### config.mk
export PLATFORM = sky130hd
export DESIGN_NAME = rgc_isqrt
export DESIGN_NICKNAME = d
export VERILOG_FILES = /design/src/design/rgc_pkg.sv /design/src/design/rgc_isqrt.sv
export SDC_FILE = /design/constraint.sdc
export NUM_CORES = 1
export LEC_CHECK = 0
export BUFFER_PORTS_ARGS = -buffer_cell sky130_fd_sc_hd__buf_2
export CAP_MARGIN = 20
export CORE_AREA = 2 2 173 175
export CTS_BUF_LIST = sky130_fd_sc_hd__clkbuf_4
export CTS_CLUSTER_DIAMETER = 30
export DETAILED_ROUTE_END_ITERATION = 6
export DIE_AREA = 0 0 175 177
export PLACE_DENSITY = 0.71
export RECOVER_POWER = 100
export SYNTH_ARGS = -nofsm -noshare
export SYNTH_HDL_FRONTEND = slang
export SYNTH_SLANG_ARGS = --single-unit
### constraint.sdc
create_clock -name clk -period 9.1 [get_ports clk]
set_input_delay 0.91 -clock clk [delete_from_list [all_inputs] [get_ports clk]]
set_output_delay 0.91 -clock clk [all_outputs]
set_load 0.1 [all_outputs]
### src/design/rgc_pkg.sv
package rgc_pkg;

  // payload widths
  localparam int LAT_W = 24;
  localparam int LON_W = 25;
  localparam int SEG_W = 23;
  localparam int TOT_W = 40;

  // CORDIC
  localparam int CORDIC_STEPS_DEF = 30;
  localparam int ATAN_SLOTS       = 40;
  localparam int ATAN_IDX_W       = 6;
  localparam int CW               = 34;

  typedef logic signed [CW-1:0] cval_t;

  localparam cval_t INV_GAIN_Q30 = 34'sd652032874;
  localparam cval_t HALF_PI_Q30  = 34'sd1686629713;
  localparam cval_t ONE_Q30      = 34'sd1073741824;

  // angles in degrees * 65536, wide enough for a longitude difference
  localparam int ANG_W = 27;
  localparam int MAG_W = 23;
  typedef logic signed [ANG_W-1:0] ang_t;

  localparam ang_t FULL_TURN    = 27'sd23592960;
  localparam ang_t HALF_TURN    = 27'sd11796480;
  localparam ang_t QUARTER_TURN = 27'sd5898240;

  // 2*pi in Q30, radius in 1/256 km scaled by 2^8
  localparam logic [CW-1:0] TWO_PI_Q30 = 34'd6746518852;
  localparam logic [CW-1:0] RADIUS_Q8  = 34'd418014036;

  // divide by 45 by reciprocal multiply (full turn is 45 * 2^19)
  localparam int               DIV_N_W   = 37;
  localparam int               DIV_Q_W   = 32;
  localparam int               DIV_BY    = 45;
  localparam int               DIV_SHIFT = 19;
  // dividend bits dropped before the multiply, reciprocal floor(2^38 / 45)
  localparam int               RCP_PRE   = 6;
  localparam int               RCP_W     = 33;
  localparam logic [RCP_W-1:0] RCP_45    = 33'd6108397932;
  localparam int               RCP_SHIFT = 32;

  // integer square root of a Q60 value
  localparam int SQ_W     = 61;
  localparam int ROOT_W   = 31;
  localparam int SQ_IDX_W = 5;
  localparam int SQ_STEPS = 31;

  typedef struct packed {
    logic start;
    logic rotate;
  } cordic_ctl_t;

  // atan(2^-i) in Q30, rounded to nearest
  function automatic cval_t atan_q30(input logic [ATAN_IDX_W-1:0] idx);
    cval_t v;
    v = '0;
    case (idx)
      6'd0: v = 34'sd843314857;
      6'd1: v = 34'sd497837829;
      6'd2: v = 34'sd263043837;
      6'd3: v = 34'sd133525159;
      6'd4: v = 34'sd67021687;
      6'd5: v = 34'sd33543516;
      6'd6: v = 34'sd16775851;
      6'd7: v = 34'sd8388437;
      6'd8: v = 34'sd4194283;
      6'd9: v = 34'sd2097149;
      default: begin
        if (idx <= 6'd30) begin
          v = 34'sd1 <<< (6'd30 - idx);
        end else if (idx == 6'd31) begin
          v = 34'sd1;
        end else begin
          v = '0;
        end
      end
    endcase
    return v;
  endfunction

endpackage

### src/design/rgc_isqrt.sv
module rgc_isqrt (
  input  logic                         clk,
  input  logic                         rst_n,
  input  logic                         start,
  input  logic [rgc_pkg::SQ_W-1:0]     v_in,
  output logic [rgc_pkg::ROOT_W-1:0]   root,
  output logic                         done
);
  import rgc_pkg::*;

  logic [SQ_W-1:0]     v_r;
  logic [SQ_W:0]       res_r;
  logic [SQ_IDX_W-1:0] j_r;
  logic                busy_r;
  logic                done_r;
  logic [SQ_W:0]       bitv;
  logic [SQ_W:0]       trial;
  logic                fits;

  // digit-by-digit root, bit = 4^j
  always_comb begin
    bitv  = (SQ_W+1)'(1) << {j_r, 1'b0};
    trial = res_r + bitv;
    fits  = ({1'b0, v_r} >= trial);
  end

  always_ff @(posedge clk) begin
    if (!rst_n) begin
      busy_r <= 1'b0;
      done_r <= 1'b0;
    end else begin
      done_r <= 1'b0;
      if (start) begin
        v_r    <= v_in;
        res_r  <= '0;
        j_r    <= SQ_IDX_W'(SQ_STEPS - 1);
        busy_r <= 1'b1;
      end else if (busy_r) begin
        if (fits) begin
          v_r   <= v_r - trial[SQ_W-1:0];
          res_r <= (res_r >> 1) + bitv;
        end else begin
          res_r <= res_r >> 1;
        end
        j_r <= j_r - 1'b1;
        if (j_r == '0) begin
          busy_r <= 1'b0;
          done_r <= 1'b1;
        end
      end
    end
  end

  assign root = res_r[ROOT_W-1:0];
  assign done = done_r;

`ifndef SYNTH
  a_sqrt_no_restart: assert property (@(posedge clk) disable iff (!rst_n)
    start |-> !busy_r) else $error("square root restarted while busy");
`endif

endmodule

### After elaboration in Yosys (flattened, before gate mapping)

Cells that the tools add are included.

| word-level totals | value |
|---|---|
| input port bits | 64 |
| register bits | 130 |

| cells by class | value |
|---|---|
| shift operators | 1 |
| bitwise gates (word level) | 2 |
| reduce and logical (&&, ||, !) cells | 6 |
| $add $sub $neg | 4 |
| magnitude comparators | 1 |
| multiplexer cells | 10 |

Operators by type and width:

| cell | number |
|---|---|
| 61-bit two-way mux | 3 |
| 62-bit two-way mux | 2 |
| 61-bit by 62-bit adder with 62-bit output | 1 |
| 62-bit adder | 1 |
| 61-bit by 62-bit greater-or-equal comparator with 1-bit output | 1 |
| 1-bit by 6-bit << shifter with 62-bit output (first input constant) | 1 |
| 61-bit subtractor | 1 |
| 5-bit zero test | 1 |
| 5-bit two-way mux | 1 |
| 5-bit by 1-bit subtractor with 5-bit output (second input constant) | 1 |
| 1-bit two-way mux | 4 |
| 2-bit nonzero test | 2 |
| 3-bit AND reduction | 1 |
| 3-bit OR reduction | 1 |
| 1-bit inverter | 2 |
| 2-bit AND reduction | 1 |

### Depth between registers and ports, before layout

| depth | value |
|---|---|
| depth after elaboration | 6 |
| gate-level depth with buffers | 30 |
| mapped depth without buffers | 26 |

### Worst setup path after synthesis

OpenSTA, ideal clock, no wires.

| path | value |
|---|---|
| path kind | register to register |
| from | register j_r[4] |
| to | register v_r[0], enable pin |
| path buffers | 4 |
| period minus slack after synthesis | 8.884 ns |
| library setup time | 0.480 ns |
| stages on the path, launching flop included | 28 |
| arrival | 8.404 ns |
| setup slack | 0.216 ns |
| cells stage by stage | edfxtp_1 -> clkbuf_1 -> or2_2 -> clkbuf_1 -> nor2_1 -> ha_1 -> a211oi_1 -> nor4b_1 -> o21ai_0 -> a21oi_2 -> nor3_1 -> o31ai_1 -> a221oi_1 -> o21bai_1 -> a31oi_1 -> xor2_1 -> ha_1 -> and2_1 -> o2111ai_1 -> a311o_1 -> a21oi_1 -> a41oi_1 -> o211a_1 -> a31oi_2 -> buf_2 -> buf_2 -> nor2_1 -> nor2_1 |

| on the way | value |
|---|---|
| word-level cells in the longest chain between the ends | 5 |

Ends and longest elaborated chain:

| item | RTL line | source |
|---|---|---|
| start: declaration | rgc_isqrt.sv:13 | `logic [SQ_IDX_W-1:0] j_r;` |
| start signal: assignment | rgc_isqrt.sv:36 | `j_r <= SQ_IDX_W'(SQ_STEPS - 1);` |
| start signal: assignment | rgc_isqrt.sv:45 | `j_r <= j_r - 1'b1;` |
| 1-bit by 6-bit << shifter with 62-bit output | rgc_isqrt.sv:22 | `bitv = (SQ_W+1)'(1) << {j_r, 1'b0};` |
| 62-bit adder | rgc_isqrt.sv:23 | `trial = res_r + bitv;` |
| 61-bit by 62-bit greater-or-equal comparator with 1-bit output | rgc_isqrt.sv:24 | `fits = ({1'b0, v_r} >= trial);` |
| 2-bit nonzero test (no line) | - |  |
| 3-bit AND reduction (no line) | - |  |
| end signal: assignment | rgc_isqrt.sv:34 | `v_r <= v_in;` |
| end signal: assignment | rgc_isqrt.sv:40 | `v_r <= v_r - trial[SQ_W-1:0];` |
| end: declaration | rgc_isqrt.sv:11 | `logic [SQ_W-1:0] v_r;` |

Every way passes these cells.
A chain may end at the register's enable or synchronous reset.

### Worst setup path after layout

| path | value |
|---|---|
| from | register j_r[0] |
| to | register v_r[46], enable pin |

The elaborated chain is that of the path after synthesis.

==> metrics <==
drt drc=1; Final Max Tran Viols=210; Setup Buffers After CTS=0; outcome=finished, violations left; CP max stage delay=between 0.6 and 0.7 ns; WP data arrival=about 8.4 ns; CTS Buf Count=17; routability cong.=0.993; synthesized area=around 15000 um2; Power per Cell Area=135 nW/um2; post-synth net total=1993; sequential element share of the synthesized area=a little over a quarter; Chip Width=175 um; wire per inst=~20 um; CTS Hold Buffers Added=0; largest net degree at the start of global routing=a little over 80; commonest cells after routing, fill and taps aside=nand2_1 (209), nor2_1 (165), o21ai_0 (154); slowest CP cell=clkbuf_2; drt via density=around 6.3; # resized after CTS=0; Die H=roughly 180 um; CTS clk-pin slew, worst paths=roughly 0.15 ns; die footprint=~31000 um2; worst-path maximum fanout=26; Cells after Synth=roughly 1800; #FFs+latches synth=130; total gr overflow=0; critical path class=flop to flop; fraction of layout cells with a size suffix above 1=under 10%; RSZ-0062 raised after global routing=false; initial DRC count=between 1000 and 1500; Fin Setup TNS=0 ns; leakage=0.00559 uW; number of detailed-route iterations in the first pass=7; sw frac=42.2%; CTS max path bufs=2; Port Buffers=95; Distinct cells, synth=88; core box area=~29000 um2; Yosys warning count=0; design area=between 15000 and 20000 um2; Post-synth EDFFs=around 130; crit path buf inv count=2; internal power=1200 uW; WL final=43.3 mm; number of global-route vias before repair=13000; area delta synth->final=4.66%; Clock power frac=about a fifth; number of antenna violations at the first check in global routing=1; Post-DP Area=approximately 15000 um2; Post-synth top flop=edfxtp_1; FFs w/ async S/R, synth=0%; Final #Nets=between 2000 and 2500; P_sw=about 870 uW; VDD IR max=~0.000085 V; hpwl dp=approximately 33 mm; Fillers=~2800; Min Clock Period, post-route=8.16 ns; CTS tree=done; clock latency on the worst-skew pair=a little over 0.6 ns; site row count=63; synthesized area per cell=a little over 8 um2; final hold violation count=0; delay-heaviest family, CP=compound AO/OA/AOI/OAI gates; commonest non-fill, non-tap cell in the layout=nand2_1; type of the tightest min-delay check=flop to flop; Clock Tree Root=clkbuf_4; Sequential Power Share=around 39%; I/O pin total=96; Max Cap Viol=3; Worst-Margin Slew=3.95 ns; # clock sinks=130; Worst Path Required=9.34 ns; H-tree levels=4; Slew headroom=-163%; Starting Density=between 50% and 60%; cell mode on critical path=ha_1; gr usage total=27.6%; Setup crit end kind=flop; Final Setup Violations=0; failing checks=design-rule violations, max-capacitance violations, max-slew violations; final period utilization=roughly nine tenths; first-pass GRT wire length=68.3 mm; Gate power share=40.6%; clock skew=0.0323 ns; Peak Freq=123 MHz; Routed Antenna Nets=0; crit path launch type=flop; Vias=roughly 14000
## layout make-up
class                      count  area (um2)  area share [%]
multi-input combinational   1528       10000            65.6
clock inverter                14         143           0.932
tap                          390         488            3.19
inverter                      36         135           0.883
antenna                        1        2.50          0.0163
sequential                   130        3880            25.4
clock buffer                  17         128           0.834
timing repair buffer         104         489            3.20
## metal layers
layer	GRT usage, %	up-vias	wire [um]
met2	47.2	540	20400
met3	4.40	87	2900
li1	-	6729	-
met1	35.5	6528	18800
met4	9.55	0	1270
met5	0	-	0
## flip-flops by register name, indices dropped and copies added, names as in the netlist
signal / count
res_r: 62
busy_r: 1
j_r: 5
done: 1
v_r: 61
## synth_stat cells, types with 6 or more instances
library cell | count | area, um2
ha_1 | 120 | 1500
o21ai_0 | 152 | 761
maj3_1 | 9 | 90.1
a31o_2 | 7 | 61.3
nor4_1 | 10 | 62.6
xnor2_1 | 74 | 648
buf_4 | 32 | 240
nand2_1 | 209 | 785
nand4_1 | 29 | 181
xor2_1 | 71 | 622
nand3_1 | 30 | 150
a21o_1 | 38 | 285
a211o_1 | 7 | 61.3
a21oi_1 | 146 | 731
a31o_1 | 7 | 61.3
and2_1 | 19 | 119
and4_1 | 7 | 61.3
nand2b_1 | 37 | 231
o2111ai_1 | 7 | 61.3
nor3_1 | 31 | 155
edfxtp_1 | 128 | 3840
mux2_1 | 6 | 67.6
mux2_2 | 9 | 101
and3_1 | 12 | 75.1
a311oi_1 | 7 | 61.3
inv_1 | 36 | 135
o21bai_1 | 26 | 195
or2_2 | 9 | 56.3
nor4b_1 | 7 | 61.3
buf_2 | 12 | 60.1
a41oi_1 | 6 | 52.6
a211oi_1 | 24 | 180
clkbuf_1 | 66 | 248
o31ai_1 | 12 | 90.1
o21a_1 | 21 | 158
a31oi_1 | 52 | 325
nor2_1 | 166 | 623
a21boi_0 | 8 | 60.1
nor2b_1 | 25 | 156
o211ai_1 | 15 | 113
or3_1 | 29 | 181
## power groups by stage
stage	logic [uW]	clock network, uW	registers, uW
floorplan	686	0	781
global placement	824	0	816
detailed placement	834	0	816
CTS	838	433	803
global route	929	455	813
finish	842	423	808
## worst register-to-register path, cell delays in order (launching register included)
cell	delay [ns]
edfxtp_1	0.45
inv_1	0.10
ha_1	0.23
nand2_1	0.15
nor3_1	0.10
ha_1	0.30
and2_1	0.19
maj3_1	0.45
or3_1	0.38
nor3_1	0.29
o31ai_1	0.19
a221oi_1	0.59
o21bai_1	0.26
a31oi_1	0.25
xor2_1	0.10
ha_1	0.39
and2_0	0.29
o2111ai_1	0.14
a311o_1	0.37
a21oi_1	0.25
a41oi_1	0.26
o211a_1	0.39
a31oi_1	0.25
nor2_1	0.10
nor2_4	0.60
clkbuf_2	0.68
## through the flow
step | power [uW] | hold slack, ns | instances | setup WS [ns] | utilization [%]
2_1_floorplan | 1470 | 0.447 | 1808 | 0.216 | -
4_1_cts | 2070 | 0.489 | 2219 | 1.49 | 52.6
3_5_place_dp | 1650 | 0.468 | 2188 | 1.55 | 51.7
6_report | 2070 | 0.487 | 2220 | 0.938 | 52.3
5_1_grt | 2200 | 0.519 | 2220 | 0.349 | 52.3
3_3_place_gp | 1640 | 0.453 | 2188 | 1.84 | 51.7
## path summary, 6_finish.rpt
kind | from | end | slack (ns) | cells past startpoint
setup reg to reg | j_r[0] | v_r[46] | 0.94 | 25
setup / recovery | j_r[0] | v_r[46] | 0.94 | 25
hold reg to reg | busy_r | done | 0.49 | 1
hold / removal | busy_r | done | 0.49 | 1
## cell families (layout without fill, tap and decap cells)
| group | count (synthesis) | count (layout) | synth area share [%] |
|---|---|---|---|
| and+or+nand+nor | 641 | 641 | 21.2 |
| AOI/OAI and AO/OA | 593 | 593 | 26.3 |
| buffers and inverters | 150 | 171 | 4.88 |
| xor gates and xnor gates | 145 | 145 | 8.68 |
| adders and majority gates | 130 | 130 | 11.0 |
| DFF | 130 | 130 | 26.6 |
| muxes | 19 | 19 | 1.43 |
| other | 0 | 1 | 0 |
Power figures use the tool's default switching activity.
